<file path="src/sv/gmp_pkg.sv">
// Shared types and constants for the grid max-path block.
// Used by the controller, the datapath, the top level and the checker.
package gmp_pkg;

  localparam int CELL_W  = 48;
  localparam int BEST_W  = 56;
  localparam int TOTAL_W = 64;
  localparam int VALUE_W = 32;
  localparam int COORD_W = 7;
  localparam int SIZE_W  = 7;

  localparam logic [SIZE_W-1:0] GRID_SIZE_RESET = 7'd64;

  typedef enum logic {
    FUNC_LOAD   = 1'b0,
    FUNC_UPDATE = 1'b1
  } func_t;

  typedef enum logic [2:0] {
    ST_IDLE,
    ST_ADD,
    ST_SWEEP,
    ST_DRAIN,
    ST_DONE
  } state_t;

  typedef struct packed {
    logic load_wr;
    logic upd_capture;
    logic cell_add;
    logic sweep_start;
    logic sweep_step;
    logic out_load;
  } cmd_t;

  typedef struct packed {
    logic sweep_last;
    logic out_busy;
  } sts_t;

endpackage

</file>
<file path="src/sv/gmp_ctrl.sv">
// Controller state machine for the grid max-path block.
// Depends on gmp_pkg; drives the datapath through cmd_t, watches sts_t.
module gmp_ctrl (
  input  logic          clk,
  input  logic          rst_n,
  input  logic          in_valid,
  input  logic          in_func,
  output logic          in_ready,
  output gmp_pkg::cmd_t cmd,
  input  gmp_pkg::sts_t sts
);

  gmp_pkg::state_t state_r;
  gmp_pkg::state_t state_nxt;

  always_ff @(posedge clk) begin
    if (!rst_n) begin
      state_r <= gmp_pkg::ST_IDLE;
    end else begin
      state_r <= state_nxt;
    end
  end

  always_comb begin
    state_nxt = state_r;
    cmd       = '0;
    in_ready  = 1'b0;
    case (state_r)
      gmp_pkg::ST_IDLE: begin
        in_ready = 1'b1;
        if (in_valid) begin
          if (in_func == gmp_pkg::FUNC_UPDATE) begin
            cmd.upd_capture = 1'b1;
            state_nxt       = gmp_pkg::ST_ADD;
          end else begin
            cmd.load_wr = 1'b1;
          end
        end
      end
      gmp_pkg::ST_ADD: begin
        cmd.cell_add    = 1'b1;
        cmd.sweep_start = 1'b1;
        state_nxt       = gmp_pkg::ST_SWEEP;
      end
      gmp_pkg::ST_SWEEP: begin
        cmd.sweep_step = 1'b1;
        if (sts.sweep_last) begin
          state_nxt = gmp_pkg::ST_DRAIN;
        end
      end
      gmp_pkg::ST_DRAIN: begin
        state_nxt = gmp_pkg::ST_DONE;
      end
      gmp_pkg::ST_DONE: begin
        if (!sts.out_busy) begin
          cmd.out_load = 1'b1;
          state_nxt    = gmp_pkg::ST_IDLE;
        end
      end
      default: begin
        state_nxt = gmp_pkg::ST_IDLE;
      end
    endcase
  end

endmodule

</file>
<file path="config.mk">
export PLATFORM = sky130hd
export DESIGN_NAME = gmp_ctrl
export DESIGN_NICKNAME = d
export VERILOG_FILES = /design/src/sv/gmp_pkg.sv /design/src/sv/gmp_ctrl.sv
export SDC_FILE = /design/constraint.sdc
export NUM_CORES = 1
export LEC_CHECK = 0
export BUFFER_PORTS_ARGS = -buffer_cell sky130_fd_sc_hd__buf_2
export CORE_AREA = 10 10 47 49
export DETAILED_ROUTE_END_ITERATION = 8
export DIE_AREA = 0 0 57 59
export RECOVER_POWER = 25
export SLEW_MARGIN = 20
export SYNTH_ARGS = -nofsm -noshare
export SYNTH_HDL_FRONTEND = slang
export SYNTH_SLANG_ARGS = --single-unit
</file>
<file path="constraint.sdc">
create_clock -name clk -period 1.1 [get_ports clk]
set_input_delay 0.22 -clock clk [delete_from_list [all_inputs] [get_ports clk]]
set_output_delay 0.22 -clock clk [all_outputs]
set_load 0.05 [all_outputs]
</file>
==> impl_results.md <==
- Largest cells by area after synthesis: dfxtp_1, a2111oi_2, nand2_1, nor3_1, and3b_1
- Post-synth ARST share: 0%
- Die height: 59 µm
- DR iter-0 viols: 5
- Core area: 1400 µm²
- Area share of the largest cell type after synthesis: 33.3%
- Placer Congestion: 0.668
- Post-route cell area: 477 µm²
- Main synth FF type: dfxtp_1
- Fin util: 34.0%
- Initial antenna violation count: 0
- Synth warn: 0
- RSZ-0062 raised after global routing: yes
- Drt pass-1 iters: 4
- Placed inst area: 348 µm²
- # nets final: 53
- Clock buffer depth: 2
- Drt total wl: 680 µm
- Cell family with the largest share of critical-path delay: simple AND/OR/NAND/NOR gates
- Max_cap viols: 0
- Cells after Synth: 22
- R2R Setup Slk: 60 ps
- Syn Nets: 28
- Final period util: 132%
- Synth Cell Area: 180 µm²
- Number of port buffers: 12
- # IOs: 13
- Max Clk Rate: 690 MHz
- Violated checks: setup timing
- H-tree depth: 1
- Relative slew slack: 82.0%
- Peak supply drop: 0.386 mV
- CTS buffer count: 3
- Vias: 240
- Row count: 14
- Layout cell share with drive strength beyond 1: 80.4%
- Cell Chain, Critical Path: buf_12 > nor3_4 > and3b_2 > buf_8
- FF-to-FF End: state_r[0]$_SDFFE_PN0P_
- Hold WS: 260 ps
- Final Max Tran Viols: 0
- Die Span X: 57 µm
- Post-synth top area cell: dfxtp_1
- Actual slew at the worst max-slew pin: 269 ps
- Final worst setup slack: -349 ps
- Wire per inst: 11.0 µm
- Final setup vio count: 7
- Type of the worst setup path: reg2out
- # diodes: 0
- First-pass GRT wire length: 1210 µm
- Post-synth EDFFs: 0
- Clock Sinks: 3
- Critical path startpoint: state_r[2]$_SDFFE_PN0P_
- CTS tree: yes
- Worst EP arrival: 1230 ps
- CP max FO: 3
- Run status: finished, violations left
- R2r worst-path depth: 3
- Clk Latency, worst-skew pair: 230 ps
- DRC Markers: 0
- CTS Hold Buffers Added: 0
- Yosys reg bits: 3
- Crit path launch type: flop
- Total global routing track utilization: 4.80%
- Synthesis-to-layout area growth: 165%
- Largest regs: state_r x3
- Grt total ovfl: 0
- Crit path depth: 4
- Drt via density: 3.87
- Crit path required time: 880 ps
- Layout Cells excl Fill: 62
- CP endpoint kind: output pin
- Initial Util: 12.9%
- Vias in the first global route: 278
- Top reg by flops: state_r
- Hold Vio Cnt, Final: 0
- Final ANT Viol Nets: 0
- Cell total after placement: 55
- Fin crit period: 1450 ps
- Power per Cell Area: 1130 nW/µm²
- R2r startpoint: state_r[1]$_SDFFE_PN0P_
- Worst Hold Class: in2reg
- Mean Syn Cell Area: 8.19 µm²
- Max FFs per register: 3
- Root Buffer: clkbuf_4
- Critical Path Sink: cmd[5]
- Count of different cell masters after synthesis: 16
- CP max stage delay: 330 ps
- Seq/Total Area, Yosys: 33.3%
- Clock-pin slew on the worst setup and hold paths: 40 ps
- LEAKAGE: 0.000212 µW
- Largest net degree at the start of global routing: 5
- DIE AREA: 3360 µm²
- Slowest cell on the critical path: dfxtp_2
- CP bufs+invs: 2
- Setup Skew: 0.813 ps
how the worst min path moves through the flow:
| stage | startpoint | endpoint | slack, ps | cells after the start |
|---|---|---|---|---|
| after floorplan | rst_n | state_r[0]$_SDFFE_PN0P_ | 360 | 2 |
| after global placement | sts[1] | state_r[0]$_SDFFE_PN0P_ | 500 | 3 |
| after detailed placement | sts[1] | state_r[0]$_SDFFE_PN0P_ | 500 | 3 |
| after CTS | sts[1] | state_r[0]$_SDFFE_PN0P_ | 250 | 3 |
| after global routing | sts[1] | state_r[0]$_SDFFE_PN0P_ | 250 | 3 |
| final | sts[1] | state_r[0]$_SDFFE_PN0P_ | 260 | 3 |
synth_stat cells, drive strengths merged, types with 2 or more instances:
master  instances
nand2           3
nor2            2
dfxtp           3
nor3            2
layer usage:
| metal | wire length, µm | global-route usage [%] | part of all wire, % |
|---|---|---|---|
| met1 | 246 | 3.93 | 36 |
| met2 | 376 | 8.37 | 55 |
| met3 | 57 | 2.58 | 8.4 |
| met4 | 0 | 4.03 | 0 |
| met5 | 0 | 0 | 0 |
cell families (layout without fill, tap and decap cells):
family | after synthesis | after routing | synth area share [%]
buf+inv | 3 | 27 | 9.02
flops | 3 | 3 | 33.3
compound gates | 2 | 2 | 11.8
xor+xnor | 1 | 1 | 4.86
simple gates | 13 | 13 | 41.0
layout make-up:
cell class              count  area (µm²)
flip-flops and latches      3        63.8
inverters                   1        3.75
repair buffers             22         211
well taps                  16        20.0
multi-input cells          16         151
clock buffers               4        26.3
fillers                   161         925
stage by stage:
step           setup slack, ps  total power (µW)  TNS [ps]
5_1_grt                   -428               578     -2400
4_1_cts                   -358               547     -2090
6_report                  -349               539     -1960
3_5_place_dp              -217               299      -886
2_1_floorplan             -450               251     -1740
3_3_place_gp              -210               297      -827
power by group:
group | total [µW] | leakage [µW] | switching [µW] | internal [µW]
registers | 123 | 0.0000258 | 6.42 | 117
clock network | 191 | 0.0000150 | 54.7 | 136
logic | 225 | 0.000171 | 123 | 102
tightest hold or removal path, delay by kind of cell:
family          cells  cell delay, ps
compound gates      1              60
buf+inv             1              90
simple gates        1              70
repair_timing:
item	4_1_cts	5_1_grt
cloned	0	0
setup endpoints to repair	8	8
resized for setup	21	2
pin swaps	4	4
setup buffers	1	2
layout by cell type, fill, tap and decap left out:
cell type,Yosys,layout
a2111oi_2,1,1
and3_4,0,1
and3b_2,0,1
buf_12,0,1
buf_2,0,6
buf_4,1,6
buf_6,0,5
buf_8,0,4
clkbuf_1,0,1
clkbuf_4,0,3
dfxtp_2,0,3
inv_1,1,1
nand2_1,3,3
nand2b_4,0,1
nand3b_1,1,1
nor2_4,0,2
nor3_1,2,1
nor3_4,0,1
nor3b_2,0,1
o22ai_1,1,1
or3b_4,0,1
xnor2_1,1,1
Power figures use the tool's default switching activity.
